--- config.mk ---
export PLATFORM = sky130hd
export DESIGN_NAME = banked_framebuffer_span_writer
export DESIGN_NICKNAME = d
export VERILOG_FILES = /design/src/design/bfsw_pkg.sv /design/src/design/bfsw_cfg_regs.sv /design/src/design/bfsw_clip.sv /design/src/design/bfsw_cmd.sv /design/src/design/banked_framebuffer_span_writer.sv
export SDC_FILE = /design/constraint.sdc
export NUM_CORES = 1
export LEC_CHECK = 0
export BUFFER_PORTS_ARGS = -buffer_cell sky130_fd_sc_hd__buf_2
export CELL_PAD_IN_SITES_DETAIL_PLACEMENT = 0
export CELL_PAD_IN_SITES_GLOBAL_PLACEMENT = 1
export CORE_MARGIN = 4
export CORE_UTILIZATION = 35
export CTS_CLUSTER_DIAMETER = 40
export DETAILED_ROUTE_END_ITERATION = 8
export GPL_ROUTABILITY_DRIVEN = 0
export GPL_TIMING_DRIVEN = 0
export PLACE_DENSITY = 0.62
export SLEW_MARGIN = 40
export SYNTH_ARGS = -nofsm -noshare
export SYNTH_HDL_FRONTEND = slang
export SYNTH_SLANG_ARGS = --single-unit
--- constraint.sdc ---
create_clock -name clk -period 15.5 [get_ports clk]
set_input_delay 3.1 -clock clk [delete_from_list [all_inputs] [get_ports clk]]
set_output_delay 3.1 -clock clk [all_outputs]
set_load 0.01 [all_outputs]
--- src/design/bfsw_pkg.sv ---
// bfsw_pkg: shared constants, register codes and types of the span writer
// used by every module of the span writer and by its copy checker
// no dependencies
package bfsw_pkg;

	// window size and coordinate width
	localparam int WINDOW_ADDR_BITS = 16;
	localparam int COORD_BITS       = 12;

	// linear address: max row * max width + max column fits in 25 bits
	localparam int ADDR_W  = 25;
	localparam int BANK_W  = ADDR_W - WINDOW_ADDR_BITS;
	localparam int SHIFT_W = BANK_W + 7;

	localparam logic [11:0] COL_MASK = 12'((1 << COORD_BITS) - 1);

	// apb address width: six registers at 4-byte spacing
	localparam int PADDR_W = 5;

	// register map, index = byte address / 4
	typedef enum logic [2:0] {
		REG_SCREEN_WIDTH = 3'd0,
		REG_LAST_COLUMN  = 3'd1,
		REG_LAST_ROW     = 3'd2,
		REG_GRAN_SHIFT   = 3'd3,
		REG_BANK_EN      = 3'd4,
		REG_WRITE_WINDOW = 3'd5
	} reg_idx_t;

	// reset values of the registers
	localparam logic [12:0] RST_SCREEN_WIDTH = 13'd640;
	localparam logic [11:0] RST_LAST_COLUMN  = 12'd639;
	localparam logic [11:0] RST_LAST_ROW     = 12'd479;
	localparam logic [2:0]  RST_GRAN_SHIFT   = 3'd0;
	localparam logic        RST_BANK_EN      = 1'b1;
	localparam logic        RST_WRITE_WINDOW = 1'b0;

	// current configuration
	typedef struct packed {
		logic [12:0] screen_width;
		logic [11:0] last_column;
		logic [11:0] last_row;
		logic [2:0]  granularity_shift;
		logic        bank_switch_enable;
		logic        write_window;
	} cfg_t;

	// clipped span handed from the clip stage to the command stage
	typedef struct packed {
		logic              rect;
		logic              empty;
		logic [ADDR_W-1:0] start;
		logic [12:0]       len;
		logic [13:0]       col;
		logic [11:0]       row;
	} span_t;

endpackage

--- src/design/bfsw_cfg_regs.sv ---
// bfsw_cfg_regs: apb register file holding the screen and banking setup
// depends on bfsw_pkg (register codes, reset values, cfg_t)
module bfsw_cfg_regs (
	input  logic                          clk,
	input  logic                          arst_n,
	input  logic                          psel,
	input  logic                          penable,
	input  logic                          pwrite,
	input  logic [bfsw_pkg::PADDR_W-1:0]  paddr,
	input  logic [31:0]                   pwdata,
	output logic [31:0]                   prdata,
	output logic                          pready,
	output bfsw_pkg::cfg_t                cfg
);

	bfsw_pkg::cfg_t     cfg_q;
	bfsw_pkg::reg_idx_t idx;
	logic               wr_en;

	assign idx    = bfsw_pkg::reg_idx_t'(paddr[4:2]);
	assign wr_en  = psel && penable && pwrite;
	assign pready = 1'b1;
	assign cfg    = cfg_q;

	// register writes
	always_ff @(posedge clk or negedge arst_n) begin
		if (!arst_n) begin
			cfg_q.screen_width       <= bfsw_pkg::RST_SCREEN_WIDTH;
			cfg_q.last_column        <= bfsw_pkg::RST_LAST_COLUMN;
			cfg_q.last_row           <= bfsw_pkg::RST_LAST_ROW;
			cfg_q.granularity_shift  <= bfsw_pkg::RST_GRAN_SHIFT;
			cfg_q.bank_switch_enable <= bfsw_pkg::RST_BANK_EN;
			cfg_q.write_window       <= bfsw_pkg::RST_WRITE_WINDOW;
		end else if (wr_en) begin
			case (idx)
				bfsw_pkg::REG_SCREEN_WIDTH: cfg_q.screen_width <= pwdata[12:0];
				bfsw_pkg::REG_LAST_COLUMN:  cfg_q.last_column <= pwdata[11:0];
				bfsw_pkg::REG_LAST_ROW:     cfg_q.last_row <= pwdata[11:0];
				bfsw_pkg::REG_GRAN_SHIFT:   cfg_q.granularity_shift <= pwdata[2:0];
				bfsw_pkg::REG_BANK_EN:      cfg_q.bank_switch_enable <= pwdata[0];
				bfsw_pkg::REG_WRITE_WINDOW: cfg_q.write_window <= pwdata[0];
				default: ;
			endcase
		end
	end

	// read mux
	always_comb begin
		prdata = '0;
		case (idx)
			bfsw_pkg::REG_SCREEN_WIDTH: prdata = 32'(cfg_q.screen_width);
			bfsw_pkg::REG_LAST_COLUMN:  prdata = 32'(cfg_q.last_column);
			bfsw_pkg::REG_LAST_ROW:     prdata = 32'(cfg_q.last_row);
			bfsw_pkg::REG_GRAN_SHIFT:   prdata = 32'(cfg_q.granularity_shift);
			bfsw_pkg::REG_BANK_EN:      prdata = 32'(cfg_q.bank_switch_enable);
			bfsw_pkg::REG_WRITE_WINDOW: prdata = 32'(cfg_q.write_window);
			default:                    prdata = '0;
		endcase
	end

endmodule

--- src/design/bfsw_clip.sv ---
// bfsw_clip: input register, screen clipping and linear start address
// depends on bfsw_pkg (cfg_t, span_t, ADDR_W)
module bfsw_clip (
	input  logic                clk,
	input  logic                arst_n,
	input  bfsw_pkg::cfg_t      cfg,
	input  logic                span_valid,
	output logic                span_ready,
	input  logic                start_of_rect,
	input  logic signed [12:0]  dest_x,
	input  logic signed [12:0]  dest_y,
	input  logic [11:0]         src_first,
	input  logic [11:0]         src_last,
	input  logic [11:0]         source_row,
	output logic                clip_vld,
	input  logic                clip_take,
	output bfsw_pkg::span_t     clip_span
);

	logic        valid_s1;
	logic        rect_s1;
	logic [12:0] dest_x_s1;
	logic [12:0] dest_y_s1;
	logic [11:0] src_first_s1;
	logic [11:0] src_last_s1;
	logic [11:0] row_s1;

	logic        row_off;
	logic        col_off;
	logic        reversed;
	logic [12:0] neg_x;
	logic [13:0] col0;
	logic [11:0] x0;
	logic [11:0] width_m1;
	logic [11:0] len_m1;
	logic [24:0] prod;

	assign span_ready = !valid_s1 || clip_take;
	assign clip_vld   = valid_s1;

	// input register
	always_ff @(posedge clk or negedge arst_n) begin
		if (!arst_n) begin
			valid_s1 <= 1'b0;
		end else if (span_ready) begin
			valid_s1 <= span_valid;
		end
	end

	always_ff @(posedge clk) begin
		if (span_valid && span_ready) begin
			rect_s1      <= start_of_rect;
			dest_x_s1    <= dest_x;
			dest_y_s1    <= dest_y;
			src_first_s1 <= src_first;
			src_last_s1  <= src_last;
			row_s1       <= source_row;
		end
	end

	// clip against the visible screen and form the start address
	always_comb begin
		row_off = dest_y_s1[12] || (dest_y_s1[11:0] > cfg.last_row);
		col_off = !dest_x_s1[12] && (dest_x_s1[11:0] > cfg.last_column);
		neg_x   = 13'd0 - dest_x_s1;
		if (dest_x_s1[12]) begin
			col0 = 14'(src_first_s1) + 14'(neg_x);
			x0   = '0;
		end else begin
			col0 = 14'(src_first_s1);
			x0   = dest_x_s1[11:0];
		end
		reversed = 14'(src_last_s1) < col0;
		width_m1 = 12'(14'(src_last_s1) - col0);
		// trim the right end to the last visible column
		if ((13'(x0) + 13'(width_m1)) > 13'(cfg.last_column)) begin
			len_m1 = cfg.last_column - x0;
		end else begin
			len_m1 = width_m1;
		end
		prod = dest_y_s1[11:0] * cfg.screen_width;

		clip_span.rect  = rect_s1;
		clip_span.empty = row_off || col_off || reversed;
		clip_span.start = (bfsw_pkg::ADDR_W)'(prod) + (bfsw_pkg::ADDR_W)'(x0);
		clip_span.len   = 13'(len_m1) + 13'd1;
		clip_span.col   = col0;
		clip_span.row   = row_s1;
	end

endmodule

--- src/design/bfsw_cmd.sv ---
// bfsw_cmd: span register, bank split, bank tracking and result register
// depends on bfsw_pkg (cfg_t, span_t, window and bank widths, COL_MASK)
module bfsw_cmd (
	input  logic                clk,
	input  logic                arst_n,
	input  bfsw_pkg::cfg_t      cfg,
	input  logic                clip_vld,
	output logic                clip_take,
	input  bfsw_pkg::span_t     clip_span,
	output logic                cmd_valid,
	input  logic                cmd_ready,
	output logic                bank_change,
	output logic                window_select,
	output logic [13:0]         bank_value,
	output logic [15:0]         vram_offset,
	output logic [11:0]         src_column,
	output logic [11:0]         src_row_out,
	output logic [12:0]         span_length,
	output logic                last
);

	localparam int WIN = bfsw_pkg::WINDOW_ADDR_BITS;
	localparam int AW  = bfsw_pkg::ADDR_W;
	localparam int BW  = bfsw_pkg::BANK_W;

	bfsw_pkg::span_t span_s2;
	logic            valid_s2;
	logic            idx_q;
	logic [BW-1:0]   cur_bank_q;
	logic            known_q;

	logic            cmd_valid_q;
	logic            bank_change_q;
	logic            window_select_q;
	logic [13:0]     bank_value_q;
	logic [15:0]     vram_offset_q;
	logic [11:0]     src_column_q;
	logic [11:0]     src_row_q;
	logic [12:0]     span_length_q;
	logic            last_q;

	logic [BW-1:0]   bank0;
	logic [WIN-1:0]  off0;
	logic [AW-1:0]   end_addr;
	logic            split;
	logic [12:0]     first_len;
	logic [BW-1:0]   cmd_bank;
	logic [WIN-1:0]  cmd_off;
	logic [13:0]     cmd_col;
	logic [12:0]     cmd_len;
	logic            cmd_last;
	logic            known_eff;
	logic            change;
	logic [bfsw_pkg::SHIFT_W-1:0] shifted;
	logic            load;
	logic            done;

	// split the span at the window boundary and pick the current command
	always_comb begin
		bank0     = span_s2.start[AW-1:WIN];
		off0      = span_s2.start[WIN-1:0];
		end_addr  = span_s2.start + AW'(span_s2.len) - AW'(1);
		split     = end_addr[AW-1:WIN] != bank0;
		first_len = 13'((WIN+1)'(1 << WIN) - (WIN+1)'(off0));
		if (idx_q) begin
			cmd_bank = bank0 + BW'(1);
			cmd_off  = '0;
			cmd_col  = span_s2.col + 14'(first_len);
			cmd_len  = span_s2.len - first_len;
			cmd_last = 1'b1;
		end else begin
			cmd_bank = bank0;
			cmd_off  = off0;
			cmd_col  = span_s2.col;
			cmd_len  = split ? first_len : span_s2.len;
			cmd_last = !split;
		end
		// first command of a rectangle forgets the programmed bank
		known_eff = known_q && !(!idx_q && span_s2.rect);
		change    = cfg.bank_switch_enable && (!known_eff || (cmd_bank != cur_bank_q));
		shifted   = bfsw_pkg::SHIFT_W'(cmd_bank) << cfg.granularity_shift;
	end

	// load one command per cycle when the result register frees up
	assign load      = valid_s2 && !span_s2.empty && (!cmd_valid_q || cmd_ready);
	assign done      = valid_s2 && (span_s2.empty || (load && (idx_q == split)));
	assign clip_take = !valid_s2 || done;

	// span register and command index
	always_ff @(posedge clk or negedge arst_n) begin
		if (!arst_n) begin
			valid_s2 <= 1'b0;
			idx_q    <= 1'b0;
		end else begin
			if (clip_take) begin
				valid_s2 <= clip_vld;
			end
			if (done) begin
				idx_q <= 1'b0;
			end else if (load) begin
				idx_q <= 1'b1;
			end
		end
	end

	always_ff @(posedge clk) begin
		if (clip_take && clip_vld) begin
			span_s2 <= clip_span;
		end
	end

	// last programmed bank, tracked in command order
	always_ff @(posedge clk or negedge arst_n) begin
		if (!arst_n) begin
			cur_bank_q <= '0;
			known_q    <= 1'b0;
		end else if (load) begin
			cur_bank_q <= cmd_bank;
			known_q    <= 1'b1;
		end else if (done && span_s2.rect) begin
			known_q <= 1'b0;
		end
	end

	// result register valid
	always_ff @(posedge clk or negedge arst_n) begin
		if (!arst_n) begin
			cmd_valid_q <= 1'b0;
		end else if (load) begin
			cmd_valid_q <= 1'b1;
		end else if (cmd_ready) begin
			cmd_valid_q <= 1'b0;
		end
	end

	// result register payload
	always_ff @(posedge clk) begin
		if (load) begin
			bank_change_q   <= change;
			window_select_q <= cfg.write_window;
			bank_value_q    <= 14'(shifted);
			vram_offset_q   <= 16'(cmd_off);
			src_column_q    <= cmd_col[11:0] & bfsw_pkg::COL_MASK;
			src_row_q       <= span_s2.row & bfsw_pkg::COL_MASK;
			span_length_q   <= cmd_len;
			last_q          <= cmd_last;
		end
	end

	assign cmd_valid     = cmd_valid_q;
	assign bank_change   = bank_change_q;
	assign window_select = window_select_q;
	assign bank_value    = bank_value_q;
	assign vram_offset   = vram_offset_q;
	assign src_column    = src_column_q;
	assign src_row_out   = src_row_q;
	assign span_length   = span_length_q;
	assign last          = last_q;

endmodule

--- src/design/banked_framebuffer_span_writer.sv ---
// banked_framebuffer_span_writer: top level of the span writer
// depends on bfsw_pkg, bfsw_cfg_regs, bfsw_clip, bfsw_cmd
//
// Usage:
// The span channel (span_valid/span_ready) takes one scanline span per
// transfer. The span is clipped to the visible screen, its linear start
// address is split into a 64 KiB bank and an offset, and one or two copy
// commands leave on the cmd channel (cmd_valid/cmd_ready); last marks the
// final command of a span. Spans that fall off screen produce no command.
// With banking on, bank_change is set when the bank differs from the
// one last programmed in the rectangle; start_of_rect forgets that bank.
// A span passes the input register, the span register and the result
// register before its first command is valid. Throughput: one command
// per cycle while cmd_ready is high, set by the command stage.
// Stalls: a held command blocks the command stage; the input register
// keeps taking one span until it is full, then span_ready drops.
// Reset: arst_n clears all valid flags and the bank tracking and loads
// the register defaults (640 wide, 639/479 last column/row, banking on).
// Registers must be written over the apb port only while the block is
// idle; the block itself does not enforce this.
module banked_framebuffer_span_writer (
	input  logic                          clk,
	input  logic                          arst_n,
	input  logic                          psel,
	input  logic                          penable,
	input  logic                          pwrite,
	input  logic [bfsw_pkg::PADDR_W-1:0]  paddr,
	input  logic [31:0]                   pwdata,
	output logic [31:0]                   prdata,
	output logic                          pready,
	input  logic                          span_valid,
	output logic                          span_ready,
	input  logic                          start_of_rect,
	input  logic signed [12:0]            dest_x,
	input  logic signed [12:0]            dest_y,
	input  logic [11:0]                   src_first,
	input  logic [11:0]                   src_last,
	input  logic [11:0]                   source_row,
	output logic                          cmd_valid,
	input  logic                          cmd_ready,
	output logic                          bank_change,
	output logic                          window_select,
	output logic [13:0]                   bank_value,
	output logic [15:0]                   vram_offset,
	output logic [11:0]                   src_column,
	output logic [11:0]                   src_row_out,
	output logic [12:0]                   span_length,
	output logic                          last
);

	bfsw_pkg::cfg_t  cfg;
	bfsw_pkg::span_t clip_span;
	logic            clip_vld;
	logic            clip_take;

	// configuration registers
	bfsw_cfg_regs u_cfg (
		.clk     (clk),
		.arst_n  (arst_n),
		.psel    (psel),
		.penable (penable),
		.pwrite  (pwrite),
		.paddr   (paddr),
		.pwdata  (pwdata),
		.prdata  (prdata),
		.pready  (pready),
		.cfg     (cfg)
	);

	// input register and clipping
	bfsw_clip u_clip (
		.clk           (clk),
		.arst_n        (arst_n),
		.cfg           (cfg),
		.span_valid    (span_valid),
		.span_ready    (span_ready),
		.start_of_rect (start_of_rect),
		.dest_x        (dest_x),
		.dest_y        (dest_y),
		.src_first     (src_first),
		.src_last      (src_last),
		.source_row    (source_row),
		.clip_vld      (clip_vld),
		.clip_take     (clip_take),
		.clip_span     (clip_span)
	);

	// bank split and command output
	bfsw_cmd u_cmd (
		.clk           (clk),
		.arst_n        (arst_n),
		.cfg           (cfg),
		.clip_vld      (clip_vld),
		.clip_take     (clip_take),
		.clip_span     (clip_span),
		.cmd_valid     (cmd_valid),
		.cmd_ready     (cmd_ready),
		.bank_change   (bank_change),
		.window_select (window_select),
		.bank_value    (bank_value),
		.vram_offset   (vram_offset),
		.src_column    (src_column),
		.src_row_out   (src_row_out),
		.span_length   (span_length),
		.last          (last)
	);

endmodule

After elaboration in Yosys (flattened, before gate mapping):

Index checks and enable logic that the tools add are counted.

* register bits after elaboration: 253
* bits of input ports: 107
* output and inout port bits: 105
* logic and storage cells: 113

* add/sub/neg operators: 13
* $mul: 1
* $lt $le $gt $ge: 4
* equality and inequality tests: 8
* shift operators: 1
* mux-type cells: 14
* reductions and logical operators: 40

Operators with widths (number)
* $pmux W13 S6: 1
* $mux W12: 3
* $mux W13: 2
* $sub A1 B13 Y13 const A: 2
* $add A25 B12 Y25: 1
* $add A25 B13 Y25: 1
* $mul A12 B13 Y25: 1
* $sub A25 B1 Y25 const B: 1
* $gt A12 B12 Y1: 2
* $sub A12 B12 Y12: 2
* $ne A9 B9 Y1: 2
* $add A12 B13 Y14: 1
* $lt A12 B14 Y1: 1
* $mux W14: 1
* $shl A9 B3 Y14: 1
* $add A12 B1 Y13 const B: 1
* $add A12 B12 Y13: 1
* $gt A13 B12 Y1: 1
* $logic_and A1 B1 Y1: 13
* $sub A13 B13 Y13: 1
* $add A12 B12 Y12: 1
* $reduce_and A2 Y1: 6
* $add A9 B1 Y9 const B: 1
* $logic_not A1 Y1: 9
* other kinds (9): 25

Logic depth before layout (Yosys ltp):

* depth after elaboration: 10
* mapped depth: 42
* gate-level depth less buffers: 39

Modules after synthesis:

A second synthesis with hierarchy kept.

* cells, all modules: 2137
* area, all modules: 21730.8 sq um

By module, submodules not included
* bfsw_clip: instances 1, cells an instance 1225, area each 11150.7 sq um
* bfsw_cmd: instances 1, cells an instance 736, area each 8334.2 sq um
* bfsw_cfg_regs: instances 1, cells an instance 176, area each 2245.9 sq um

Least setup slack after synthesis:

Ideal clock, no wire load.

* kind: input-to-reg
* from: input cmd_ready
* to: register u_clip.dest_x_s1[0] (enable)
* library setup time: 0.574 ns
* arrival: 8.119 ns
* required time: 14.926 ns
* path slack: 6.807 ns
* cell stages on the path: 4
* cells stage by stage: nand2b_1 > nand2_1 > and3_1 > nor3b_1

* longest elaborated chain between the ends: 8

Ends and longest elaborated chain
* start: declaration: line banked_framebuffer_span_writer.sv:40 `input logic cmd_ready,`
* $logic_or A1 B1 Y1: line bfsw_cmd.sv:85 `assign load = valid_s2 && !span_s2.empty && (!cmd_valid_q || cmd_ready);`
* $logic_and A1 B1 Y1: line bfsw_cmd.sv:85
* $logic_and A1 B1 Y1: line bfsw_cmd.sv:86 `assign done = valid_s2 && (span_s2.empty || (load && (idx_q == split)));`
* $logic_or A1 B1 Y1: line bfsw_cmd.sv:86
* $logic_and A1 B1 Y1: line bfsw_cmd.sv:86
* $logic_or A1 B1 Y1: line bfsw_cmd.sv:87 `assign clip_take = !valid_s2 || done;`
* $logic_or A1 B1 Y1: line bfsw_clip.sv:38 `assign span_ready = !valid_s1 || clip_take;`
* $logic_and A1 B1 Y1: line bfsw_clip.sv:51 `if (span_valid && span_ready) begin`
* end signal: assignment: line bfsw_clip.sv:53 `dest_x_s1 <= dest_x;`
* end: declaration: line bfsw_clip.sv:22 `logic [12:0] dest_x_s1;`

No other way between the ends.
A chain may end at the register's enable or synchronous reset.

==> metrics.md <==
| Metric | Value |
|---|---|
| Final ANT Viol Nets | 0 |
| Detailed router's first-iteration violation count | 792 |
| Compound-Gate Fraction of Synth Area | about a tenth |
| Hold Path Class | reg2reg |
| DP Worst Slack | between 6000 and 7000 ps |
| Worst Tran Pin Value | between 800 and 900 ps |
| Worst EP arrival | between 9000 and 10000 ps |
| Sequential fraction of the synthesis area | a little over a third |
| CTS max path bufs | 3 |
| Setup CP Type | reg2reg |
| Top-count cell post-synth | inv_1 |
| Reg area | approximately 7300 µm² |
| Die area | about 64000 µm² |
| Data required, critical path | approximately 16000 ps |
| Seq cells post-synth | around 250 |
| Library cell with the largest summed area after synthesis | edfxtp_1 |
| Post-DR vias/cell | between 4 and 5 |
| Worst slew margin | around 45% |
| Post-Syn Area | 21100 µm² |
| Cell row count | slightly below 90 |
| Vias in the first global route | ~16000 |
| GRT overflow | 0 |
| CTS sink cnt | between 200 and 300 |
| Chip Height | between 200 and 300 µm |
| Initial antenna violation count | 3 |
| Largest cells by area after synthesis | edfxtp_1 28%, ha_1 13%, fa_1 12% |
| Combinational family with the most area after synthesis | adder cells |
| Async S/R FF share, synth | around 22% |
| Power density over the cells | between 200 and 250 nW/µm² |
| NumNets Final | 2823 |
| Cell variety after synth | 82 |
| Clock insertion delay at the later pin of the skew report | 570 ps |
| Hold Buf Count CTS | 0 |
| Commonest cells post-synth | 307 x inv_1, 220 x ha_1, 219 x nand2_1, 197 x edfxtp_1, 127 x fa_1 |
| First-pass GRT wire length | roughly 90 mm |
| CP Max Fanout | 10 |
| Fraction of layout cells with a size suffix above 1 | 15.7% |
| Multi-input logic area | around 12000 µm² |
| CP Launch Type | flip-flop |
| Port bufs | approximately 170 |
| Fill count | roughly 5900 |
| Wire per inst | between 15 and 20 µm |
| Die width | around 250 µm |
| Slowest cell on the critical path | clkbuf_1 |
| DRC Markers | 0 |
| RSZ-0062 raised after global routing | false |
| Synth Area in Simple Gates | around 13% |
| GRT Total Usage | approximately 18% |
| Post-cts gate resize count | 0 |
| Setup crit end kind | flip-flop |
| I/O Pins | between 200 and 250 |
| Initial cell density of the core | 35.6% |
| DR pass1 iterations | 7 |
| Clock root cell | clkbuf_16 |
| Critical Path Max Stage Delay | 550 ps |
| Core ar. | 59400 µm² |
| H-Tree Level Count | 2 |
| Top FF cell, synth | edfxtp_1 |
| Via count | roughly 16000 |
| Syn avg cell area | 10.0 µm² |
| Final max-slew violation count | 0 |
| Area grow syn2layout | 17.2% |
| LEAKAGE | roughly 11 nW |
| Postcts setup bufs | 0 |
| Maximum clock frequency | about 110 MHz |
| Peak supply drop | 139 µV |
| Status | complete, no violations |
| Clock-pin slew on the worst setup and hold paths | approximately 50 ps |
| Share of the synthesized area in the top cell type | 28.0% |
| Post-Synth Adder-Cell Area | about a quarter |
| Final setup viols | 0 |
| Post-DP HPWL | 48.0 mm |
| CTS buffer count | 46 |
| Layout Skew | between 10 and 15 ps |
| Hold Vio Cnt, Final | 0 |
| Largest net degree at the start of global routing | 60 |
| Drt total wl | between 50 and 60 mm |
| Min cycle time layout | 9020 ps |
| Most used cell, CP | ha_1 |
| Crit share post-route | 58.2% |
| Post-synthesis xor/xnor area fraction | 5.48% |
| Total Negative Setup Slacks | 0 ps |
| Max_cap viols | 0 |
| Syn. warnings | 0 |
| Number of flops mapped to enable cells by yosys | slightly below 200 |
| Mapped Cells | roughly 2100 |
| Reg-to-reg slack, setup | 6480 ps |
| Mux cell area share after synthesis | between 4 and 5% |
| Min setup slack post-route | 6480 ps |
| CTS tree | yes |
==> worst max-delay path, delay by kind of cell (launching register included) <==
kind / cells / cell delay [ps]
adder cells (fa/ha/maj): 6 / 1770
flip-flops: 1 / 380
buffers and inverters: 7 / 1820
XOR/XNOR: 3 / 620
AO/OA/AOI/OAI: 10 / 1970
AND/OR/NAND/NOR: 7 / 1610
multiplexers: 2 / 580
==> power by group <==
| part | switching, W | internal (W) | leakage, nW |
|---|---|---|---|
| registers | 0.000124 | 0.000997 | 2.54 |
| clock network | 0.000372 | 0.000644 | 0.762 |
| logic | 0.00186 | 0.00136 | 7.99 |
==> cell type report <==
| cell class | count | share of cell area [%] |
|---|---|---|
| diodes | 1 | 0.0101 |
| clock inverters | 34 | 1.63 |
| clock buffers | 49 | 4.74 |
| well taps | 773 | 3.91 |
| plain buffers | 85 | 1.66 |
| repair buffers | 192 | 4.08 |
| inverters | 309 | 4.71 |
| multi-input cells | 1482 | 49.6 |
| flip-flops and latches | 253 | 29.7 |
==> flip-flops by register name, indices dropped and copies added, names as in the netlist, 13 cells and up <==
register and flops:
u_cfg.cfg 42, u_cmd.span_s2 39, u_cmd.off0 16, u_cmd.vram_offset 16
u_cmd.bank_value 14, u_clip.dest_x_s1 13, u_clip.dest_y_s1 13, u_cmd.span_length 13
==> cells by family (layout without fill, tap and decap cells) <==
kind of cell | after synthesis | after routing
xor+xnor | 132 | 132
other cells | 2 | 21
flops | 253 | 253
mux | 87 | 87
compound gates | 331 | 331
fa+ha+maj | 348 | 348
simple gates | 564 | 564
buf+inv | 394 | 669
==> final timing paths <==
path | start | end | cells after the start
hold / removal | u_clip.row_s1[11]$_DFFE_PP_ | u_cmd.span_s2[11]$_DFFE_PP_ | 0
setup / recovery | u_clip.dest_x_s1[12]$_DFFE_PP_ | u_cmd.span_s2[34]$_DFFE_PP_ | 35
hold reg to reg | u_clip.row_s1[11]$_DFFE_PP_ | u_cmd.span_s2[11]$_DFFE_PP_ | 0
max in group asynchronous | arst_n | u_cmd.cur_bank_q[4]$_DFFE_PN0P_ | 1
min in group asynchronous | arst_n | u_cfg.cfg[27]$_DFFE_PN0P_ | 1
setup reg to reg | u_clip.dest_x_s1[12]$_DFFE_PP_ | u_cmd.span_s2[34]$_DFFE_PP_ | 35
==> routing by layer <==
metal | up-vias | track usage (%) | share of wire (%)
li1 | 7668 | - | -
met1 | 7539 | 25.8 | 48
met2 | 362 | 28.3 | 45
met3 | 75 | 3.33 | 5.5
met4 | 0 | 4.62 | 2.2
met5 | - | 0 | 0
==> metrics by stage <==
stage	std cells	hold slack, ps	utilization [%]	area, µm²	total power [W]
2_1_floorplan	2129	400	-	21200	0.00356
3_3_place_gp	3071	401	38.7	23000	0.00429
3_5_place_dp	3094	405	39.0	23200	0.00435
4_1_cts	3177	418	41.7	24700	0.00542
5_1_grt	3177	427	41.7	24700	0.00589
6_report	3178	416	41.7	24700	0.00536
==> cell usage in the layout (no fill, tap or decap), drive strengths merged, types with 5 or more instances in the layout <==
cell type  netlist  routed
ha             220     220
nor3            43      43
o31ai            6       6
nand2b          15      15
or3              9       9
xnor2           99      99
or2              6       6
inv            308     320
nand2          219     219
edfxtp         197     197
nor2b           19      19
dfstp           19      19
o31a             6       6
o21bai          13      13
nand3           28      28
a31oi           13      13
mux2i           44      44
conb             2      20
dfrtp           37      37
nor2           114     114
a21oi           88      88
o211ai           8       8
mux2            39      39
nand4           25      25
and2            51      51
o21ai           97      97
o21a            11      11
xor2            33      33
clkinv           1      14
bufinv           0       5
nor4             7       7
and3             9       9
a21o            35      35
buf             29     221
a211oi          14      14
fa             127     127
clkbuf          56     105
(Power assumes the default switching activity.)
